**src/pfb_pkg.sv**
```systemverilog
// Package for the page framebuffer: shared types and command constants.
// No dependencies.
`timescale 1ns / 1ps
package pfb_pkg;
    localparam logic [1:0] FUNC_PIXEL   = 2'd0;
    localparam logic [1:0] FUNC_FILL    = 2'd1;
    localparam logic [1:0] FUNC_REFRESH = 2'd2;
    localparam logic [7:0] CMD_SET_Y = 8'h40;
    localparam logic [7:0] CMD_SET_X = 8'h80;

    // controller -> datapath
    typedef struct packed {
        logic clr_start;   // never driven; the clear sweep starts at reset
        logic clr_step;    // write one clear entry
        logic fill_load;   // latch fill bounds
        logic fill_step;   // write one fill entry (read-modify-write)
        logic fill_rd;     // read the next fill entry
        logic pix_rd;      // read for pixel
        logic pix_wr;      // write back pixel
        logic ref_rd;      // refresh item accepted
        logic ref_out;     // emit refresh result
    } t_cmd;

    // datapath -> controller
    typedef struct packed {
        logic clr_done;
        logic fill_empty;
        logic fill_last;
        logic pix_ok;
        logic ref_is_data;
    } t_stat;
endpackage

```
**src/pfb_ctrl.sv**
```systemverilog
// Controller FSM for the page framebuffer.
// Depends on pfb_pkg.
`timescale 1ns / 1ps
module pfb_ctrl (
    input  logic          i_clk,
    input  logic          i_rst_n,
    input  logic          i_start,
    input  logic [1:0]    i_func,
    input  pfb_pkg::t_stat i_stat,
    output pfb_pkg::t_cmd  o_cmd,
    output logic          o_busy
);
    import pfb_pkg::*;

    typedef enum logic [5:0] {
        S_CLEAR  = 6'b000001,
        S_IDLE   = 6'b000010,
        S_PIXRD  = 6'b000100,
        S_FLOAD  = 6'b001000,
        S_FRUN   = 6'b010000,
        S_REF    = 6'b100000
    } t_state;

    t_state r_state, n_state;
    logic   acc;

    assign acc = i_start && !o_busy;
    assign o_busy = (r_state != S_IDLE);

    always_comb begin
        n_state = r_state;
        o_cmd   = '0;
        unique case (r_state)
            S_CLEAR: begin
                o_cmd.clr_step = 1'b1;
                if (i_stat.clr_done) n_state = S_IDLE;
            end
            S_IDLE: begin
                if (acc) begin
                    unique case (i_func)
                        FUNC_PIXEL: begin
                            o_cmd.pix_rd = 1'b1;
                            n_state = S_PIXRD;
                        end
                        FUNC_FILL: begin
                            o_cmd.fill_load = 1'b1;
                            n_state = S_FLOAD;
                        end
                        FUNC_REFRESH: begin
                            o_cmd.ref_rd = 1'b1;
                            n_state = S_REF;
                        end
                        default: n_state = S_IDLE;
                    endcase
                end
            end
            // read data is valid here: modify and write back in this cycle when on screen
            S_PIXRD: begin
                o_cmd.pix_wr = i_stat.pix_ok;
                n_state = S_IDLE;
            end
            S_FLOAD: begin
                if (i_stat.fill_empty) n_state = S_IDLE;
                else begin
                    o_cmd.fill_rd = 1'b1;
                    n_state = S_FRUN;
                end
            end
            S_FRUN: begin
                o_cmd.fill_step = 1'b1;
                if (i_stat.fill_last) n_state = S_IDLE;
                else o_cmd.fill_rd = 1'b1;
            end
            S_REF: begin
                o_cmd.ref_out = 1'b1;
                n_state = S_IDLE;
            end
            default: n_state = S_IDLE;
        endcase
    end

    always_ff @(posedge i_clk) begin
        if (!i_rst_n) r_state <= S_CLEAR;
        else r_state <= n_state;
    end
endmodule

```
**config.mk**
```make
export PLATFORM = sky130hd
export DESIGN_NAME = pfb_ctrl
export DESIGN_NICKNAME = d
export VERILOG_FILES = /design/src/pfb_pkg.sv /design/src/pfb_ctrl.sv
export SDC_FILE = /design/constraint.sdc
export NUM_CORES = 1
export LEC_CHECK = 0
export BUFFER_PORTS_ARGS = -buffer_cell sky130_fd_sc_hd__buf_2
export CAP_MARGIN = 20
export CORE_AREA = 4 4 41 43
export CTS_BUF_LIST = sky130_fd_sc_hd__clkbuf_16
export DETAILED_ROUTE_END_ITERATION = 8
export DIE_AREA = 0 0 45 47
export PLACE_DENSITY = 0.65
export RECOVER_POWER = 50
export SETUP_SLACK_MARGIN = 0.5
export SYNTH_ARGS = -nofsm -noshare
export SYNTH_HDL_FRONTEND = slang
export SYNTH_SLANG_ARGS = --single-unit
```
**constraint.sdc**
```tcl
create_clock -name i_clk -period 2.39 [get_ports i_clk]
set_clock_uncertainty 0.1 [all_clocks]
set_input_delay 0 -clock i_clk [delete_from_list [all_inputs] [get_ports i_clk]]
set_output_delay 0 -clock i_clk [all_outputs]
set_load 0.01 [all_outputs]
```
==> out/summary.txt, run 1 <==
Biggest register - r_state
worst hold start - i_stat[1]
clk sink count - 6
non-filler instance count after layout - 83
die area - 2120 um^2
async set-reset flop share out of synthesis - 0%
synth warn - 0
Seq. cell area - 120 um^2
Max Slew Vio Count - 0
Placed Instances - 72
largest net degree at the start of global routing - 7
Worst-Margin Slew - 0.645 ns
antenna diode count - 0
area of the multi-input gates - 225 um^2
period utilization - 76.5%
postcts setup bufs - 0
CTS tree - done
Die Width - 45 um
Crit path required time - 2.37 ns
M1 WL - 416 um
DR WL/cell - 12.1 um
Area Overhead vs Synth - 62.6%
f_max - 0.547 GHz
DR vias/cell - 4.70
CTS buffer count - 3
Post-CTS Hold Buffers - 8
leakage power - 0.252 nW
CP arrival - 1.81 ns
I/O Buffers - 17
syn avg cell area - 9.06 um^2
GRT Resource Usage Total - 12.0%
vias in the first global route - 371
Crit Path Class - reg2reg
Die Height - 47 um
worst setup margin - 0.561 ns
1st-iter DRT viols - 4
biggest regs - r_state (6)
I/O pin count - 20
Cell variety after synth - 23
First-pass DRT Iterations - 2
fin util - 46.4%
Synth top cells by count - 6 x dfxtp_1, 5 x nor2_1, 4 x nor4_1
Worst slew margin - 56.6%
# resized after CTS - 0
Seq/Total Area, Yosys - 32.3%
setup tns final - 0 ns
first-pass GRT wire length - 1750 um
max-cap violations - 0
grt total ovfl - 0
syn nets - 51
worst r2r src - r_state[3]
Clk pin slew, worst setup/hold paths - 0.03 ns
highest metal used - met4
PD cells - 710 nW/um^2
CTS H-Tree Depth - 1
worst hold path type - in2out
cell type with the largest total area after synthesis - dfxtp_1
worst setup slack after placement - 0.764 ns
share of cells above drive strength 1 - 30.9%
fillers - 139
Placement Rows - 13
final wirelength - 1000 um
Netlist Area Pre-Place - 372 um^2
Clk Latency, worst-skew pair - 0.23 ns
top post-synthesis cells by area - dfxtp_1 32%, o41ai_4 7.4%, nor4_1 6.7%, nor3b_1 6.1%, nor4_4 5.7%
routability cong. - 0.727
Post-synth EDFFs - 0
nets@finish - 80
FF+latch count, synth - 6
final hold viol count - 0
initial antenna violation count - 0
unrepaired setup endpoints after global routing - no
outcome - complete, no violations
worst-path maximum fanout - 6
Tmin final - 1.83 ns
met3 wire len - 71 um
Final ANT Viol Nets - 0
Peak VDD IR - 0.282 mV
drt drc - 0
Final setup viols - 0
count leader, synth - dfxtp_1
share of the synthesized area in the top cell type - 32.3%
clk buf depth - 2
Critical Path Start Type - flip-flop
Via Count - 390
core area - 1300 um^2
worst setup path start - r_state[3]
Synth Flop Type - dfxtp_1
Synth Instances - 41
initial core utilization - 28.6%
met2 WL - 489 um
post-DP HPWL - 652 um
number of flip-flops in the largest register - 6
CP endpoint kind - flip-flop
Root Driver - clkbuf_16
==> cells in the final DEF (no fill, tap or decap), drive strengths merged, types with 2 or more instances in the layout <==
| master | count |
|---|---|
| a211oi | 2 |
| buf | 14 |
| clkbuf | 6 |
| dfxtp | 6 |
| dlygate4sd3 | 8 |
| nand2 | 3 |
| nand2b | 2 |
| nor2 | 5 |
| nor3b | 3 |
| nor4 | 5 |
| or4 | 2 |
==> stage by stage <==
step,total power [mW],hold slack (ns),area [um^2]
floorplan,0.140,-0.0112,372
global placement,0.155,0.140,468
detailed placement,0.155,0.139,468
CTS,0.438,0.266,623
global route,0.451,0.312,604
finish,0.429,0.282,604
==> worst max-delay path: stages (launching register included) <==
cell     delay [ns]
dfxtp_1        0.36
or4_1          0.55
o41ai_2        0.55
nor4_1         0.12
==> final cells by class <==
type | count | area share (%)
repair buffers | 25 | 26.7
flip-flops and latches | 6 | 19.9
clock buffers | 3 | 12.4
well taps | 15 | 3.11
inverters | 1 | 0.621
multi-input cells | 33 | 37.3
==> cell families after synthesis <==
family / Yosys count / share of synthesized area, %
AO/OA/AOI/OAI: 5 / 15.5
buffers and inverters: 2 / 3.03
flip-flops: 6 / 32.3
other: 1 / 1.01
AND/OR/NAND/NOR: 27 / 48.1
==> per-layer routing <==
layer  vias to the layer above  global-route usage, %
li1                        210                      -
met1                       164                   13.5
met2                        14                   18.6
met3                         2                   4.21
met4                         0                   8.77
met5                         -                      0
==> path summary, 6_finish.rpt <==
check	endpoint	slack, ns	depth (start not counted)
setup / recovery	r_state[2]	0.56	3
hold / removal	o_cmd[2]	0.28	3
setup reg to reg	r_state[2]	0.56	3
hold reg to reg	r_state[4]	0.49	2
==> power by group <==
| group | total, mW | internal (mW) | switching (mW) |
|---|---|---|---|
| Sequential | 0.109 | 0.104 | 0.00436 |
| Combinational | 0.0516 | 0.0271 | 0.0245 |
| Clock | 0.269 | 0.214 | 0.0542 |
Note: power is estimated with default switching activity, not from simulation.
==> run 2, diff against run 1 <==
- ABC_AREA: unset -> 1
- CORE_AREA: 4 4 41 43 -> unset
- CORE_MARGIN: unset -> 4
- CORE_UTILIZATION: unset -> 30
- DIE_AREA: 0 0 45 47 -> unset
- PLACE_DENSITY: 0.65 -> 0.68
- clock period: 2.39 -> 1.65 ns (I/O delays scaled with it)
==> run 2 against run 1 <==
Effect of this change: the flow now finishes with violations (negative hold slack); routed wire length grew 45%; sequential cell count is the same; sequential power grew 48%; final area is 38% higher; via count grew 43%; non-clock buffer count grew 10; critical endpoint is now r_state[1].
==> out/summary.txt, run 2 <==
outcome - finished with violations (was complete, no violations)
failing checks - negative hold slack
P_int - 518 uW (was 346 uW)
f_max - 0.703 GHz (was 0.547 GHz)
Hold Crit Depth - 4 (was 3)
first-pass GRT wire length - 2080 um (was 1750 um)
vias in the first global route - 521 (was 371)
clk buf depth - 2 (unchanged)
syn avg cell area - 7.04 um^2 (was 9.06 um^2)
CTS tree - done (unchanged)
share of cells above drive strength 1 - 62.6% (was 30.9%)
max-cap violations - 0 (unchanged)
biggest regs - r_state (6) (unchanged)
final hold viol count - 1 (was 0)
nets@finish - 111 (was 80)
die area - 2130 um^2 (was 2120 um^2)
Die Height - 46.2 um (was 47 um)
Worst Reg-to-Reg Cells - 7 (was 3)
cell type with the largest total area after synthesis - dfxtp_1 (unchanged)
post-DP HPWL - 760 um (was 652 um)
Placement Rows - 13 (unchanged)
worst-path maximum fanout - 4 (was 6)
CTS H-Tree Depth - 1 (unchanged)
net switching power - 146 uW (was 83.0 uW)
async set-reset flop share out of synthesis - 0% (unchanged)
FF+latch count, synth - 6 (unchanged)
share of the synthesized area in the top cell type - 27.5% (was 32.3%)
routability cong. - 0.758 (was 0.727)
Root Driver - clkbuf_16 (unchanged)
most common cell after layout, fill and taps aside - buf_2 (unchanged)
Biggest register - r_state (unchanged)
unrepaired setup endpoints after global routing - yes (was no)
synth warn - 0 (unchanged)
number of flip-flops in the largest register - 6 (unchanged)
initial antenna violation count - 0 (unchanged)
Post-synth EDFFs - 0 (unchanged)
Reg2Reg Setup Slack - 0.23 ns (was 0.56 ns)
CP endpoint kind - flip-flop (unchanged)
Die Width - 46.2 um (was 45 um)
Crit Path Class - reg2reg (unchanged)
1st-iter DRT viols - 15 (was 4)
DR WL/cell - 12.7 um (was 12.1 um)
Critical Path Start Type - flip-flop (unchanged)
clk sink count - 6 (unchanged)
Synth Flop Type - dfxtp_1 (unchanged)
Max Slew Vio Count - 0 (unchanged)
Area Overhead vs Synth - 91.1% (was 62.6%)
I/O pin count - 20 (unchanged)
core area - 1330 um^2 (was 1300 um^2)
WHS - -0.00138 ns (was 0.282 ns)
Synth Instances - 62 (was 41)
Clk pwr share - 58.2% (was 62.6%)
count leader, synth - inv_1 (was dfxtp_1)
top post-synthesis cells by area - dfxtp_1 28%, inv_1 9.5%, nand3_2 9.2%, nor2_1 7.7%, nor3_2 6.9% (was dfxtp_1 32%, o41ai_4 7.4%, nor4_1 6.7%, nor3b_1 6.1%, nor4_4 5.7%)
Final setup viols - 0 (unchanged)
Gate power share - 17.6% (was 12.0%)
Clk pin slew, worst setup/hold paths - 0.03 ns (about the same)
Peak VDD IR - 0.357 mV (was 0.282 mV)
antenna diode count - 0 (unchanged)
grt total ovfl - 0 (unchanged)
Synth top cells by count - 11 x inv_1, 9 x nor2_1, 7 x nand2_1 (was 6 x dfxtp_1, 5 x nor2_1, 4 x nor4_1)
I/O Buffers - 17 (unchanged)
Final ANT Viol Nets - 0 (unchanged)
drt drc - 0 (unchanged)
most frequent cells in the layout - 16 x buf_2, 9 x inv_1, 9 x nor2_1, 8 x buf_6, 8 x buf_4 (was 14 x buf_2, 8 x dlygate4sd3_1, 6 x dfxtp_1, 5 x nor2_1, 4 x nor4_1)
Tmin final - 1.42 ns (was 1.83 ns)
Netlist Area Pre-Place - 437 um^2 (was 372 um^2)
CP arrival - 1.48 ns (was 1.81 ns)
DR vias/cell - 4.88 (was 4.70)
initial core utilization - 32.7% (was 28.6%)
GRT Resource Usage Total - 13.9% (was 12.0%)
First-pass DRT Iterations - 4 (was 2)
PD cells - 796 nW/um^2 (was 710 nW/um^2)
final wirelength - 1450 um (was 1000 um)
Crit path required time - 1.71 ns (was 2.37 ns)
fillers - 110 (was 139)
Cell variety after synth - 18 (was 23)
largest net degree at the start of global routing - 6 (was 7)
syn nets - 72 (was 51)
worst hold path type - in2reg (was in2out)
switch share - 22.0% (was 19.4%)
Seq/Total Area, Yosys - 27.5% (was 32.3%)
Overall Power - 664 uW (was 429 uW)
sequential share of power - 24.2% (was 25.3%)
Via Count - 556 (was 390)
period utilization - 86.2% (was 76.5%)
setup tns final - 0 ns (unchanged)
leakage power - 0.418 nW (was 0.252 nW)
Clk Latency, worst-skew pair - 0.23 ns (about the same)
CTS buffer count - 3 (unchanged)
-- run 2: cell count changes after synthesis, moves of 3 or more --
cell and delta:
nor3b_1 -3, nor2_1 +4, nor4_1 -4, nor3_2 +3, nand3_2 +4, inv_1 +10, nand2_1 +4, nand4_1 +4
nand3_1 +4, nor2_2 +3
-- run 2: metrics by stage --
stage	setup slack [ns]	util, %	cell area (um^2)	cells
finish	0.227	62.6	835	114
global route	0.192	62.6	835	114
CTS	0.314	58.7	783	112
detailed placement	0.451	40.0	533	93
global placement	0.466	40.0	533	93
floorplan	0.536	-	437	62
-- run 2: timing repair --
item | 4_1_cts | 5_1_grt
hold buffers | 2 | 0
hold endpoints to repair | 3 | 0
buffers inserted | 14 | 2
setup endpoints to repair | 13 | 14
pin swaps | 8 | 12
gates resized for setup | 17 | 12
-- run 2: critical path, cell delays in order (launching register included) --
cell	delay [ns]
dfxtp_2	0.32
nor2_4	0.18
buf_4	0.15
buf_6	0.10
nand4_1	0.14
nand3_1	0.22
nor2_1	0.07
nor2_1	0.08
-- run 2: cell families after synthesis --
| kind of cell | Yosys count | synth area share (%) |
|---|---|---|
| and+or+nand+nor | 41 | 57.6 |
| other | 1 | 0.859 |
| buffers and inverters | 13 | 12.0 |
| DFF | 6 | 27.5 |
| AOI/OAI and AO/OA | 1 | 2.01 |
-- run 2: area by class of cell --
type	instances	area, um^2	share of cell area, %
Sequential cell	6	133	15.9
Clock buffer	3	75.1	9.00
Inverter	12	47.5	5.70
Multi-Input combinational cell	43	303	36.3
Timing Repair Buffer	35	258	30.9
Tap cell	15	18.8	2.25
-- run 2: power groups by stage --
stage | combinational [mW] | clock [mW] | sequential, mW
after floorplan | 0.0491 | 0 | 0.158
after global placement | 0.0695 | 0 | 0.159
after detailed placement | 0.0705 | 0 | 0.159
after CTS | 0.0997 | 0.389 | 0.160
after global routing | 0.126 | 0.398 | 0.162
final | 0.117 | 0.386 | 0.161
-- run 2: layer usage --
| metal | GRT usage, % | wire length, um | vias up |
|---|---|---|---|
| met5 | 0 | 0 | - |
| met4 | 9.09 | 9 | 0 |
| met3 | 3.13 | 70 | 2 |
| met2 | 25.8 | 810 | 19 |
| met1 | 13.4 | 558 | 260 |
| li1 | - | - | 275 |
-- run 2: final timing paths --
path,from,endpoint
worst min-delay path,i_stat[4],r_state[0]
worst min register to register,r_state[1],r_state[0]
worst max-delay path,r_state[4],r_state[1]
worst max register to register,r_state[4],r_state[1]
